**config.mk**
```make
export PLATFORM = sky130hd
export DESIGN_NAME = i2c_master_bit_engine_flat
export DESIGN_NICKNAME = d
export VERILOG_FILES = /design/src/rtl/i2cm_pkg.sv /design/src/rtl/i2cm_stream_if.sv /design/src/rtl/i2cm_seq.sv /design/src/rtl/i2c_master_bit_engine.sv /design/src/flat_wrapper.sv
export VERILOG_INCLUDE_DIRS = /design/src /design/src/rtl
export SDC_FILE = /design/constraint.sdc
export NUM_CORES = 1
export LEC_CHECK = 0
export BUFFER_PORTS_ARGS = -buffer_cell sky130_fd_sc_hd__buf_2
export CAP_MARGIN = 25
export CELL_PAD_IN_SITES_DETAIL_PLACEMENT = 1
export CELL_PAD_IN_SITES_GLOBAL_PLACEMENT = 2
export CORE_MARGIN = 10
export CORE_UTILIZATION = 40
export CTS_BUF_LIST = sky130_fd_sc_hd__clkbuf_8
export DETAILED_ROUTE_END_ITERATION = 8
export GPL_ROUTABILITY_DRIVEN = 0
export GPL_TIMING_DRIVEN = 0
export PLACE_DENSITY_LB_ADDON = 0.25
export REMOVE_ABC_BUFFERS = 1
export SETUP_SLACK_MARGIN = 0.15
export SYNTH_ARGS = -nofsm -noshare
export SYNTH_HDL_FRONTEND = slang
export SYNTH_SLANG_ARGS = --single-unit
```
**constraint.sdc**
```tcl
create_clock -name clk -period 5.1 [get_ports clk]
set_clock_uncertainty 0.15 [all_clocks]
set_input_delay 0.51 -clock clk [delete_from_list [all_inputs] [get_ports clk]]
set_output_delay 0.51 -clock clk [all_outputs]
set_load 0.03 [all_outputs]
```
**src/rtl/assert_macros.svh**
```systemverilog
// shared assertion macros, clocked on clk and quiet while rst_n is low
`ifndef ASSERT_MACROS_SVH
`define ASSERT_MACROS_SVH

// property must hold at every edge outside reset
`define ASSERT_CLK(lbl, prop, msg) \
    lbl: assert property (@(posedge clk) disable iff (!rst_n) prop) else $error(msg);

// expression must never be true outside reset
`define ASSERT_NEVER(lbl, expr, msg) \
    lbl: assert property (@(posedge clk) disable iff (!rst_n) !(expr)) else $error(msg);

`endif

```
**src/rtl/i2cm_pkg.sv**
```systemverilog
`timescale 1ns / 1ps

package i2cm_pkg;

    localparam int unsigned CFG_DATA_W = 16;

    // configuration register indexes
    localparam logic CFG_IDX_HALF    = 1'b0;
    localparam logic CFG_IDX_TIMEOUT = 1'b1;

    localparam logic [15:0] HALF_PERIOD_RESET = 16'd5;
    localparam logic [7:0]  TIMEOUT_RESET     = 8'd250;
    localparam logic [7:0]  TIMEOUT_SAT       = 8'hFF;
    localparam logic [3:0]  BITS_PER_BYTE     = 4'd8;

    // command codes
    localparam logic [2:0] CMD_NONE  = 3'd0;
    localparam logic [2:0] CMD_START = 3'd1;
    localparam logic [2:0] CMD_STOP  = 3'd2;
    localparam logic [2:0] CMD_WRITE = 3'd3;
    localparam logic [2:0] CMD_WAIT  = 3'd4;
    localparam logic [2:0] CMD_READ  = 3'd5;
    localparam logic [2:0] CMD_ACK   = 3'd6;
    localparam logic [2:0] CMD_NACK  = 3'd7;

    typedef struct packed {
        logic [2:0] command;
        logic [7:0] byte_in;
        logic       ack_after_read;
        logic       sda_in;
    } req_t;

    typedef struct packed {
        logic       scl;
        logic       sda_out;
        logic       sda_output_enable;
        logic       busy_res;
        logic       done_res;
        logic [7:0] read_data;
        logic       ack_missing;
    } res_t;

    typedef struct packed {
        logic [15:0] half_period_ticks;
        logic [7:0]  ack_timeout_limit;
    } cfg_t;

endpackage

```
**src/rtl/i2cm_stream_if.sv**
```systemverilog
`timescale 1ns / 1ps

interface i2cm_req_if;
    import i2cm_pkg::*;

    logic valid;
    logic ready;
    req_t data;

    modport source (output valid, output data, input ready);
    modport sink (input valid, input data, output ready);
endinterface

interface i2cm_res_if;
    import i2cm_pkg::*;

    logic valid;
    logic ready;
    res_t data;

    modport source (output valid, output data, input ready);
    modport sink (input valid, input data, output ready);
endinterface

```
**src/rtl/i2cm_seq.sv**
```systemverilog
`timescale 1ns / 1ps

module i2cm_seq (
    input  logic           clk,
    input  logic           rst_n,
    input  logic           step,
    input  i2cm_pkg::req_t item,
    input  i2cm_pkg::cfg_t cfg,
    output i2cm_pkg::res_t result
);
    import i2cm_pkg::*;

    `include "assert_macros.svh"

    typedef enum logic [4:0] {
        PH_IDLE, PH_ST_A, PH_ST_B, PH_SP_A, PH_SP_B, PH_TO_A, PH_TO_B,
        PH_AK_A, PH_AK_B, PH_WR_D, PH_WR_H, PH_WR_L, PH_WA_A, PH_WA_B,
        PH_WA_P, PH_RD_L, PH_RD_H
    } phase_t;

    phase_t      phase_reg, phase_next;
    logic [3:0]  bit_count_reg, bit_count_next;
    logic [7:0]  shift_reg, shift_next;
    logic [15:0] delay_reg, delay_next;
    logic [7:0]  timeout_reg, timeout_next;
    logic        pending_reg, pending_next;
    logic        scl_reg, scl_next;
    logic        sda_reg, sda_next;
    logic        oe_reg, oe_next;
    logic [7:0]  last_read_reg, last_read_next;
    logic        missing_reg, missing_next;
    logic        done_next;

    logic [15:0] hp;
    logic [15:0] delay_inc;
    logic        expired;
    logic [3:0]  bit_inc;
    logic [7:0]  read_shift;
    logic        poll_now;
    logic        to_fire;

    // zero half period behaves as one tick
    assign hp         = (cfg.half_period_ticks == '0) ? 16'd1 : cfg.half_period_ticks;
    assign delay_inc  = delay_reg + 16'd1;
    assign expired    = (delay_inc >= hp);
    assign bit_inc    = bit_count_reg + 4'd1;
    assign read_shift = {shift_reg[6:0], item.sda_in};
    assign poll_now   = (phase_reg == PH_WA_P) || ((phase_reg == PH_WA_B) && expired);
    assign to_fire    = (timeout_reg > cfg.ack_timeout_limit) || (timeout_reg == TIMEOUT_SAT);

    always_comb
    begin
        phase_next     = phase_reg;
        bit_count_next = bit_count_reg;
        shift_next     = shift_reg;
        delay_next     = delay_reg;
        timeout_next   = timeout_reg;
        pending_next   = pending_reg;
        scl_next       = scl_reg;
        sda_next       = sda_reg;
        oe_next        = oe_reg;
        last_read_next = last_read_reg;
        missing_next   = missing_reg;
        done_next      = 1'b0;

        if (phase_reg == PH_IDLE) begin
            unique case (item.command)
                CMD_START:
                begin
                    scl_next   = 1'b1;
                    sda_next   = 1'b1;
                    oe_next    = 1'b1;
                    phase_next = PH_ST_A;
                    delay_next = '0;
                end
                CMD_STOP:
                begin
                    scl_next   = 1'b0;
                    sda_next   = 1'b0;
                    oe_next    = 1'b1;
                    phase_next = PH_SP_A;
                    delay_next = '0;
                end
                CMD_WRITE:
                begin
                    bit_count_next = '0;
                    scl_next       = 1'b0;
                    oe_next        = 1'b1;
                    sda_next       = item.byte_in[7];
                    shift_next     = {item.byte_in[6:0], 1'b0};
                    phase_next     = PH_WR_D;
                    delay_next     = '0;
                end
                CMD_WAIT:
                begin
                    timeout_next = '0;
                    sda_next     = 1'b1;
                    oe_next      = 1'b0;
                    phase_next   = PH_WA_A;
                    delay_next   = '0;
                end
                CMD_READ:
                begin
                    pending_next   = item.ack_after_read;
                    shift_next     = '0;
                    bit_count_next = '0;
                    scl_next       = 1'b0;
                    sda_next       = 1'b1;
                    oe_next        = 1'b0;
                    phase_next     = PH_RD_L;
                    delay_next     = '0;
                end
                CMD_ACK, CMD_NACK:
                begin
                    pending_next = (item.command == CMD_ACK);
                    scl_next     = 1'b0;
                    sda_next     = (item.command != CMD_ACK);
                    oe_next      = 1'b1;
                    phase_next   = PH_AK_A;
                    delay_next   = '0;
                end
                default: ;
            endcase
        end else if (poll_now) begin
            // ack polling, scl held high until sda low or timeout
            phase_next = PH_WA_P;
            delay_next = '0;
            if (!item.sda_in) begin
                scl_next     = 1'b0;
                missing_next = 1'b0;
                phase_next   = PH_IDLE;
                done_next    = 1'b1;
            end else if (to_fire) begin
                scl_next   = 1'b0;
                sda_next   = 1'b0;
                oe_next    = 1'b1;
                phase_next = PH_TO_A;
            end else begin
                timeout_next = timeout_reg + 8'd1;
            end
        end else begin
            delay_next = delay_inc;
            if (expired) begin
                delay_next = '0;
                unique case (phase_reg)
                    PH_ST_A:
                    begin
                        sda_next   = 1'b0;
                        phase_next = PH_ST_B;
                    end
                    PH_SP_A, PH_TO_A:
                    begin
                        scl_next   = 1'b1;
                        sda_next   = 1'b1;
                        phase_next = (phase_reg == PH_SP_A) ? PH_SP_B : PH_TO_B;
                    end
                    PH_ST_B, PH_AK_B:
                    begin
                        scl_next   = 1'b0;
                        phase_next = PH_IDLE;
                        done_next  = 1'b1;
                    end
                    PH_TO_B:
                    begin
                        scl_next     = 1'b0;
                        oe_next      = 1'b1;
                        missing_next = 1'b1;
                        phase_next   = PH_IDLE;
                        done_next    = 1'b1;
                    end
                    PH_AK_A:
                    begin
                        scl_next   = 1'b1;
                        phase_next = PH_AK_B;
                    end
                    PH_WR_D:
                    begin
                        scl_next   = 1'b1;
                        phase_next = PH_WR_H;
                    end
                    PH_WR_H:
                    begin
                        scl_next   = 1'b0;
                        phase_next = PH_WR_L;
                    end
                    PH_WR_L:
                    begin
                        bit_count_next = bit_inc;
                        if (bit_inc >= BITS_PER_BYTE) begin
                            phase_next = PH_IDLE;
                            done_next  = 1'b1;
                        end else begin
                            sda_next   = shift_reg[7];
                            shift_next = {shift_reg[6:0], 1'b0};
                            phase_next = PH_WR_D;
                        end
                    end
                    PH_WA_A:
                    begin
                        scl_next   = 1'b1;
                        phase_next = PH_WA_B;
                    end
                    PH_RD_L:
                    begin
                        scl_next   = 1'b1;
                        phase_next = PH_RD_H;
                    end
                    PH_RD_H:
                    begin
                        shift_next     = read_shift;
                        bit_count_next = bit_inc;
                        scl_next       = 1'b0;
                        if (bit_inc >= BITS_PER_BYTE) begin
                            // byte complete, go straight into the ack bit
                            last_read_next = read_shift;
                            sda_next       = !pending_reg;
                            oe_next        = 1'b1;
                            phase_next     = PH_AK_A;
                        end else begin
                            phase_next = PH_RD_L;
                        end
                    end
                    default:
                    begin
                        phase_next = PH_IDLE;
                        done_next  = 1'b1;
                    end
                endcase
            end
        end
    end

    always_ff @(posedge clk or negedge rst_n)
    begin
        if (!rst_n) begin
            phase_reg     <= PH_IDLE;
            bit_count_reg <= '0;
            shift_reg     <= '0;
            delay_reg     <= '0;
            timeout_reg   <= '0;
            pending_reg   <= 1'b0;
            scl_reg       <= 1'b1;
            sda_reg       <= 1'b1;
            oe_reg        <= 1'b1;
            last_read_reg <= '0;
            missing_reg   <= 1'b0;
        end else if (step) begin
            phase_reg     <= phase_next;
            bit_count_reg <= bit_count_next;
            shift_reg     <= shift_next;
            delay_reg     <= delay_next;
            timeout_reg   <= timeout_next;
            pending_reg   <= pending_next;
            scl_reg       <= scl_next;
            sda_reg       <= sda_next;
            oe_reg        <= oe_next;
            last_read_reg <= last_read_next;
            missing_reg   <= missing_next;
        end
    end

    always_comb
    begin
        result.scl               = scl_next;
        result.sda_out           = sda_next;
        result.sda_output_enable = oe_next;
        result.busy_res          = (phase_next != PH_IDLE);
        result.done_res          = done_next;
        result.read_data         = last_read_next;
        result.ack_missing       = missing_next;
    end

    `ASSERT_CLK(a_hold_without_step, !step |=> $stable(phase_reg) && $stable(delay_reg), "sequencer state moved without a tick")
    `ASSERT_NEVER(a_delay_bound, (phase_reg != PH_IDLE) && (delay_reg >= hp), "delay count passed the half period")
    `ASSERT_NEVER(a_bit_bound, bit_count_reg > BITS_PER_BYTE, "bit count past one byte")
    `ASSERT_CLK(a_done_ends_busy, step && done_next |=> phase_reg == PH_IDLE, "done without returning to idle")

endmodule

```
**src/rtl/i2c_master_bit_engine.sv**
```systemverilog
`timescale 1ns / 1ps

// I2C master bit engine: drives scl, sda and the sda output enable one tick at a time.
// req channel: one request per timing tick, carrying the sampled sda level and, while
//   the engine is idle, a command (start, stop, write, wait ack, read, ack, nack).
//   Commands that arrive while busy are ignored; send command none then.
// res channel: one result per request with the line levels after that tick, busy,
//   a one-tick done pulse, the last byte read and the ack-missing flag.
// cfg port: cfg_we/cfg_index/cfg_data write half_period_ticks (index 0) or
//   ack_timeout_limit (index 1); write only while the engine is idle.
// Path: an accepted request waits in the input register, and its result is then
//   registered in the output register, where it can be taken.
// Throughput: one request per cycle while res.ready is high; the sequencer updates all
//   of its state at each step, so consecutive requests flow without gaps.
// Stalls: when res.ready is low the output register holds its result and the input
//   register holds the next request; req.ready drops only when both are full.
// Reset: lines idle high and driven, engine idle, half period 5, timeout limit 250.
module i2c_master_bit_engine (
    input  logic       clk,
    input  logic       rst_n,
    i2cm_req_if.sink   req,
    i2cm_res_if.source res,
    input  logic       cfg_we,
    input  logic       cfg_index,
    input  logic [i2cm_pkg::CFG_DATA_W-1:0] cfg_data
);
    import i2cm_pkg::*;

    logic        req_valid_reg;
    req_t        req_data_reg;
    logic        res_valid_reg;
    res_t        res_data_reg;
    cfg_t        cfg_reg;
    logic        step;
    res_t        step_result;

    assign step      = req_valid_reg && (!res_valid_reg || res.ready);
    assign req.ready = !req_valid_reg || step;
    assign res.valid = res_valid_reg;
    assign res.data  = res_data_reg;

    always_ff @(posedge clk or negedge rst_n)
    begin
        if (!rst_n) begin
            cfg_reg.half_period_ticks <= HALF_PERIOD_RESET;
            cfg_reg.ack_timeout_limit <= TIMEOUT_RESET;
        end else if (cfg_we) begin
            unique case (cfg_index)
                CFG_IDX_HALF:    cfg_reg.half_period_ticks <= cfg_data[15:0];
                CFG_IDX_TIMEOUT: cfg_reg.ack_timeout_limit <= cfg_data[7:0];
                default: ;
            endcase
        end
    end

    // input register takes a new request whenever it drains or is empty
    always_ff @(posedge clk or negedge rst_n)
    begin
        if (!rst_n) begin
            req_valid_reg <= 1'b0;
        end else if (req.ready) begin
            req_valid_reg <= req.valid;
        end
    end

    always_ff @(posedge clk)
    begin
        if (req.ready && req.valid) begin
            req_data_reg <= req.data;
        end
    end

    always_ff @(posedge clk or negedge rst_n)
    begin
        if (!rst_n) begin
            res_valid_reg <= 1'b0;
        end else if (step) begin
            res_valid_reg <= 1'b1;
        end else if (res.ready) begin
            res_valid_reg <= 1'b0;
        end
    end

    always_ff @(posedge clk)
    begin
        if (step) begin
            res_data_reg <= step_result;
        end
    end

    i2cm_seq u_seq (
        .clk    (clk),
        .rst_n  (rst_n),
        .step   (step),
        .item   (req_data_reg),
        .cfg    (cfg_reg),
        .result (step_result)
    );

endmodule

```
**src/flat_wrapper.sv**
```systemverilog
// flat-port wrapper written by rule: the top's interface ports become plain ports
module i2c_master_bit_engine_flat import i2cm_pkg::*;
  (clk, rst_n, cfg_we, cfg_index, cfg_data, req_valid, req_data, req_ready, res_valid, res_data, res_ready);
  i2cm_req_if req_i ();
  i2cm_res_if res_i ();
  input  logic clk;
  input  logic rst_n;
  input  logic cfg_we;
  input  logic cfg_index;
  input  logic [i2cm_pkg::CFG_DATA_W-1:0] cfg_data;
  input wire logic [$bits(req_i.valid)-1:0] req_valid;
  input wire logic [$bits(req_i.data)-1:0] req_data;
  output wire logic [$bits(req_i.ready)-1:0] req_ready;
  output wire logic [$bits(res_i.valid)-1:0] res_valid;
  output wire logic [$bits(res_i.data)-1:0] res_data;
  input wire logic [$bits(res_i.ready)-1:0] res_ready;
  assign req_i.valid = req_valid;
  assign req_i.data = req_data;
  assign req_ready = req_i.ready;
  assign res_valid = res_i.valid;
  assign res_data = res_i.data;
  assign res_i.ready = res_ready;
  i2c_master_bit_engine u_core (.clk(clk), .rst_n(rst_n), .req(req_i), .res(res_i), .cfg_we(cfg_we), .cfg_index(cfg_index), .cfg_data(cfg_data));
endmodule
```
==> impl_metrics.ini, run 1 <==
[timing]
worstMarginPinSlew_ps = 1000
period_needed_ps = 4470
setup_viol = 0
fin_ws_ps = 632
whs_ps = 130
rsz0062_at_grt = no
hold_viol = 0
drv_slew = 0
relSlewSlack = 0.332
clock.fmax_mhz = 224
fin_crit_sh = 0.876

[critical_path]
worstSetupEndpointType = register
cp.arrival_ps = 4450
critical_path.max_fanout = 10
critical_path_cell_count = 14
crit_type = register to register
critPathBufInv = 0
crit_chain = ha_1 > nand3_1 > nor2_1 > and3_1 > nand3_1 > xnor2_1 > ha_1 > nand2_1 > o21ai_0 > a211oi_2 > nand3_2 > a211oi_1 > o221a_2 > nand4_1
cpPeakStageDelay_ps = 570
slowest_stage = a211oi_2
reg2reg_depth = 14
crit_required_ps = 5080
crit_family = compound AO/OA/AOI/OAI gates
cp-start-kind = register

[grt]
grt_pass1_vias = 5172
grt_pass1_wl_mm = 26.7
grt_max_degree = 43
grt-ovfl-total = 0
grt_usage = 0.163
antenna_found_initial = 0

[cells_and_area]
fin_util = 0.448
insertedDiodeCount = 0
fin_area_um2 = 6790
layout-drive-gt1-share = 0.200
largest_reg_flops = 24
num-nets-final = 726
area_delta_synth_final_pct = 10.5

[placed_design]
postPlaceCellArea_um2 = 6580
port_buffers = 50
dp_slack_ps = -234
dp_hpwl_mm = 11.9

[power_and_ir_drop]
power_leakage_nw = 2.98
power.switching_mw = 0.934
cellPowerDensity_nw_per_um2 = 355
ir_drop_mv = 0.159
power_mw = 2.41
p_comb_frac = 0.302
pwr-share-seq = 0.490
p_clk_frac = 0.208
p_int_mw = 1.48
swShare = 0.387

[detailed_routing]
drt_pass1_iterations = 5
viasPerCell = 5.75
vias = 4930
totalWireLength_mm = 16.5
drtIter0Drc = 267
antenna_left = 0
wl_per_cell_um = 19.3
drc_errors = 0

[clock_network]
clockBufferDepth = 2
post-cts-setup-buffers = 0
cts.sinks = 107
cts_buffers = 9
htreeDepth = 3
cts_tree = yes
root_buffer = clkbuf_8
clk_latency_ps = 400
clk_pin_slew_ps = 110

[outcome]
outcome = completed

[logic_synthesis]
ys_seq_area_frac = 0.460
synthTopCellsByArea = dfrtp_1 28%, edfxtp_1 13%, ha_1 5.5%, nand2_1 5.1%, dfstp_2 4.7%
synth-adder-area-share = 0.0550
yosys_warnings = 0
synth_seq_cells = 107
synth.avg_cell_area_um2 = 9.83
synth_edf_count = 27
synth-simple-area-share = 0.190
ys_async_sr_fraction = 0.748
synth_top_family_by_area = simple AND/OR/NAND/NOR gates
synth_top_area_frac = 0.281
synth_top_area_cell = dfrtp_1
synth_compound_area_frac = 0.172
ys.flop_type = dfrtp_1
synthMuxAreaShare = 0.0611
synth-xor-area-share = 0.0214
yosysUniqueCellTypes = 77
synthesis.area_um2 = 6150
syn_inst = 625

[floorplan]
io_pins = 51
fp-row-count = 45
dieArea_um2 = 20700
core_area_um2 = 15100
start_util = 0.406
chipHeight_um = 144
die_w_um = 144

[worst_hold_path]
hold_depth = 1
hp-class = primary input to register

[job]
cap_violations = 0
## synth_stat cells (3+ instances only)
library cell and instances:
dfstp_2 11, edfxtp_1 27, and3_1 9, nor4_1 4, inv_1 36, o21a_1 3
mux2_2 20, mux2i_1 3, or3_1 7, nor2b_1 16, clkbuf_1 21, mux2_4 8
nor3_1 9, nand2b_1 7, nand3_1 27, and2_1 3, buf_2 5, o21ai_0 36
o211ai_1 7, a21oi_1 29, nor2_1 36, a211oi_1 6, o31ai_1 5, a31oi_1 12
xor2_1 3, or2_2 5, a22o_1 4, ha_1 27, nand2_1 83, dfrtp_1 69
o2111ai_1 6, a311oi_1 4, xnor2_1 12, nand4_1 12
## layout by cell type, fill, tap and decap left out, types with 7 or more instances in the layout
cell and instances:
nand2_1 83, dfrtp_1 69, buf_2 49, o21ai_0 36, inv_1 35, nor2_1 35
a21oi_1 29, nand3_1 27, ha_1 27, edfxtp_1 27, mux2_2 20, nor2b_1 15
xnor2_1 12, nand4_1 12, a31oi_1 12, dfstp_2 11, nor3_1 9, and3_1 9
clkbuf_8 9, mux2_4 8, nand2b_1 7, o211ai_1 7, or3_1 7
## metrics by stage
| stage | setup TNS, ps | instances |
|---|---|---|
| 2_1_floorplan | 0 | 597 |
| 3_3_place_gp | -72.2 | 835 |
| 3_5_place_dp | -1210 | 838 |
| 4_1_cts | 0 | 855 |
| 5_1_grt | 0 | 857 |
| 6_report | 0 | 857 |
## worst reg2reg max path: stages (launching register included)
cell	delay, ps
dfrtp_1	460
ha_1	230
nand3_1	150
nor2_1	160
and3_1	290
nand3_1	120
xnor2_1	310
ha_1	300
nand2_1	100
o21ai_0	160
a211oi_2	570
nand3_2	390
a211oi_1	440
o221a_2	270
nand4_1	110
## final timing paths
check	startpoint	endpoint	slack, ps
min in group asynchronous	rst_n	u_core.u_seq.delay_reg[5]	490
min reg2reg	u_core.req_valid_reg	u_core.res.valid	360
max in group asynchronous	rst_n	u_core.u_seq.scl_reg	3650
max	u_core.u_seq.delay_reg[0]	u_core.res.data[10]	630
min	req_data[7]	u_core.req_data_reg[7]	130
max reg2reg	u_core.u_seq.delay_reg[0]	u_core.res.data[10]	630
## what timing repair did
action,4_1_cts,5_1_grt
cloned,0,1
resized for setup,2,1
pin swaps,0,1
endpoints found under the setup margin,19,7
endpoints found under the hold margin,31,0
hold buffers,1,0
## layout make-up
cell class	instances	area, µm²
fill	1731	8360
multi-input combinational	455	3090
sequential	107	2830
timing repair buffer	55	324
tap	188	235
inverter	36	135
clock buffer	9	124
clock inverter	7	51.3
## routing by layer
layer	vias to the layer above	share of wire	track usage	wire length [µm]
met3	19	0.036	0.0363	597
li1	2364	-	-	-
met2	69	0.49	0.270	8080
met4	0	0.014	0.0580	236
met1	2478	0.46	0.203	7620
met5	-	0	0	0
## power by group through the flow
stage | Sequential [mW] | Clock [mW] | Combinational, mW
after floorplan | 1.16 | 0 | 0.496
after CTS | 1.18 | 0.528 | 0.721
after global placement | 1.19 | 0 | 0.679
after global routing | 1.20 | 0.549 | 0.820
final | 1.18 | 0.501 | 0.728
after detailed placement | 1.20 | 0 | 0.716
## logic make-up after synthesis
family | after synthesis
buffers and inverters | 64
adder cells (fa/ha/maj) | 27
AO/OA/AOI/OAI | 149
AND/OR/NAND/NOR | 232
multiplexers | 31
flip-flops | 107
XOR/XNOR | 15
Note: power is estimated with default switching activity, not from simulation.
==> run 2: changes to the inputs <==
--- a/config.mk
+++ b/config.mk
@@ -6,16 +6,16 @@
 export SDC_FILE = /design/constraint.sdc
 export NUM_CORES = 1
 export LEC_CHECK = 0
+export ABC_AREA = 1
 export BUFFER_PORTS_ARGS = -buffer_cell sky130_fd_sc_hd__buf_2
 export CAP_MARGIN = 25
 export CELL_PAD_IN_SITES_DETAIL_PLACEMENT = 1
 export CELL_PAD_IN_SITES_GLOBAL_PLACEMENT = 2
 export CORE_MARGIN = 10
-export CORE_UTILIZATION = 40
+export CORE_UTILIZATION = 38
 export CTS_BUF_LIST = sky130_fd_sc_hd__clkbuf_8
 export DETAILED_ROUTE_END_ITERATION = 8
 export GPL_ROUTABILITY_DRIVEN = 0
-export GPL_TIMING_DRIVEN = 0
 export PLACE_DENSITY_LB_ADDON = 0.25
 export REMOVE_ABC_BUFFERS = 1
 export SETUP_SLACK_MARGIN = 0.15
==> impl_metrics.ini, run 2 <==
[outcome]
outcome = completed

[critical_path]
crit_required_ps = 5290
worst_path_most_repeated_cell = nand2_1
cp.arrival_ps = 3880
cpPeakStageDelay_ps = 390
critical_path.max_fanout = 17
crit_type = register to register
timing.rr.start = u_core.u_seq.delay_reg[0]
rr_endpoint = u_core.u_seq.last_read_reg[0]
crit_chain = ha_1 > nand3_1 > nor2_1 > nand2_1 > nor2_1 > nand4_1 > nor2_1 > nand2_1 > xor2_1 > inv_1 > ha_1 > nand4_1 > a21oi_1 > nor2_2 > nand2_2 > nand3_2 > o21ai_0 > nand2_1 > nand2_1
critPathBufInv = 1
cp-start-kind = register
reg2reg_depth = 19
ff2ff_setup_slack_ps = 1410
slowest_stage = dfrtp_1
crit_family = simple AND/OR/NAND/NOR gates
worstSetupEndpointType = register

[power_and_ir_drop]
power.switching_mw = 1.26
p_clk_frac = 0.198
cellPowerDensity_nw_per_um2 = 446
ir_drop_mv = 0.170
pwr-share-seq = 0.413
p_int_mw = 1.78
p_comb_frac = 0.389
swShare = 0.414
power_leakage_nw = 3.39

[cells_and_area]
area_delta_synth_final_pct = 11.1
most-common-layout-cells = 200 x nand2_1, 101 x inv_1, 69 x dfrtp_1
stdcell_count = 1014
multi_input_area_um2 = 2780
layout.area.seq_um2 = 2830
final_common_cell = nand2_1
fillers = 1923
fin_util = 0.430
layout-drive-gt1-share = 0.173
insertedDiodeCount = 0
num-nets-final = 855
fin_area_um2 = 6810
largest_reg_flops = 24

[detailed_routing]
antenna_left = 0
viasPerCell = 4.92
drtIter0Drc = 227
wl_per_cell_um = 15.9
vias = 4992
totalWireLength_mm = 16.1
drc_errors = 0
drt_pass1_iterations = 4

[timing]
drv_slew = 0
fin_crit_sh = 0.724
rsz0062_at_grt = no
fin_ws_ps = 1410
fin_setup_tns_ps = 0
hold_viol = 0
worstMarginPinSlew_ps = 891
relSlewSlack = 0.404
period_needed_ps = 3690
setup_viol = 0
clock.fmax_mhz = 271

[grt]
grt_usage = 0.153
grt_pass1_wl_mm = 27.2
grt_max_degree = 47
grt-ovfl-total = 0
grt_pass1_vias = 5366
antenna_found_initial = 0

[clock_network]
post_cts_resized = 0
clk_pin_slew_ps = 110
cts_buffers = 9
clk_latency_ps = 400
cts_tree = yes
clockBufferDepth = 2
root_buffer = clkbuf_8
cts.sinks = 107
holdBufCountCts = 1
htreeDepth = 3
post-cts-setup-buffers = 0

[worst_hold_path]
hp-class = primary input to register
holdPathEnd = u_core.req_data_reg[4]
hold_depth = 1
hold_start = req_data[4]

[logic_synthesis]
ys_seq_area_frac = 0.461
synth.avg_cell_area_um2 = 8.24
ys.flop_type = dfrtp_1
synthTopCellsByArea = dfrtp_1 28%, edfxtp_1 13%, nand2_1 12%, inv_1 6.2%, ha_1 5.5%
syn_inst = 744
yosysMostFrequentCell = nand2_1
synth_top_area_cell = dfrtp_1
synth_top_area_frac = 0.282
ys_top_cells_by_count = 200 x nand2_1, 101 x inv_1, 69 x dfrtp_1
synth_edf_count = 27
yosys_warnings = 0
yosysUniqueCellTypes = 47
synth_seq_cells = 107
synthesis.area_um2 = 6130
ys_async_sr_fraction = 0.748

[floorplan]
start_util = 0.387
dieArea_um2 = 21600
core_area_um2 = 15800
die_w_um = 147
io_pins = 51
chipHeight_um = 147
fp-row-count = 46

[job]
cap_violations = 0

[placed_design]
placed_cells = 997
port_buffers = 50
dp_slack_ps = 1440
postPlaceCellArea_um2 = 6580
dp_hpwl_mm = 12.2
-- run 2: cell types whose count changed in the layout (fill, tap and decap cells not counted), moves of 15 or more --
cell / before / now
inv_1: 35 / 101
nor2b_1: 15 / 0
nand3_1: 27 / 44
nor2_1: 35 / 51
mux2_2: 20 / 0
nand2_1: 83 / 200
o21ai_0: 36 / 54
-- run 2: stage by stage --
step                power (mW)  hold slack (ps)
CTS                       3.08              107
global placement          2.41              312
finish                    3.04              133
detailed placement        2.46              323
global route              3.30              106
floorplan                 2.10             64.4
-- run 2: per-layer routing --
metal  GRT usage  wire length, µm
met1       0.191             7600
met2       0.260             7830
met3      0.0341              473
met4      0.0431              213
met5           0                0
-- run 2: cell families (layout without fill, tap and decap cells) --
kind of cell | after synthesis | in the layout | synth area share
buf+inv | 128 | 182 | 0.0863
compound gates | 116 | 116 | 0.118
fa+ha+maj | 27 | 27 | 0.0551
simple gates | 347 | 347 | 0.252
flops | 107 | 107 | 0.461
xor+xnor | 19 | 19 | 0.0271
-- run 2: power groups by stage --
| stage | sequential, mW | clock [mW] | combinational (mW) |
|---|---|---|---|
| finish | 1.25 | 0.601 | 1.18 |
| global route | 1.28 | 0.658 | 1.36 |
| CTS | 1.25 | 0.627 | 1.20 |
| detailed placement | 1.27 | 0 | 1.19 |
| global placement | 1.26 | 0 | 1.15 |
| floorplan | 1.28 | 0 | 0.820 |
-- run 2: area by class of cell --
class | count | area share
clock buffers | 10 | 0.0202
clock inverters | 6 | 0.0127
inverters | 112 | 0.0632
multi-input cells | 509 | 0.407
flip-flops and latches | 107 | 0.415
well taps | 216 | 0.0397
repair buffers | 54 | 0.0419
-- run 2: how the worst max path moves through the flow --
| stage | cells after the start | start | slack (ps) | to |
|---|---|---|---|---|
| final | 19 | u_core.u_seq.delay_reg[0] | 1410 | u_core.u_seq.last_read_reg[0] |
| after global routing | 19 | u_core.u_seq.delay_reg[0] | 970 | u_core.u_seq.last_read_reg[4] |
| after CTS | 19 | u_core.u_seq.delay_reg[0] | 1370 | u_core.u_seq.last_read_reg[0] |
| after detailed placement | 19 | u_core.u_seq.delay_reg[0] | 1440 | u_core.u_seq.last_read_reg[4] |
| after global placement | 23 | u_core.u_seq.delay_reg[0] | 1560 | u_core.u_seq.shift_reg[2] |
| after floorplan | 23 | u_core.u_seq.delay_reg[0] | 1970 | u_core.u_seq.shift_reg[4] |
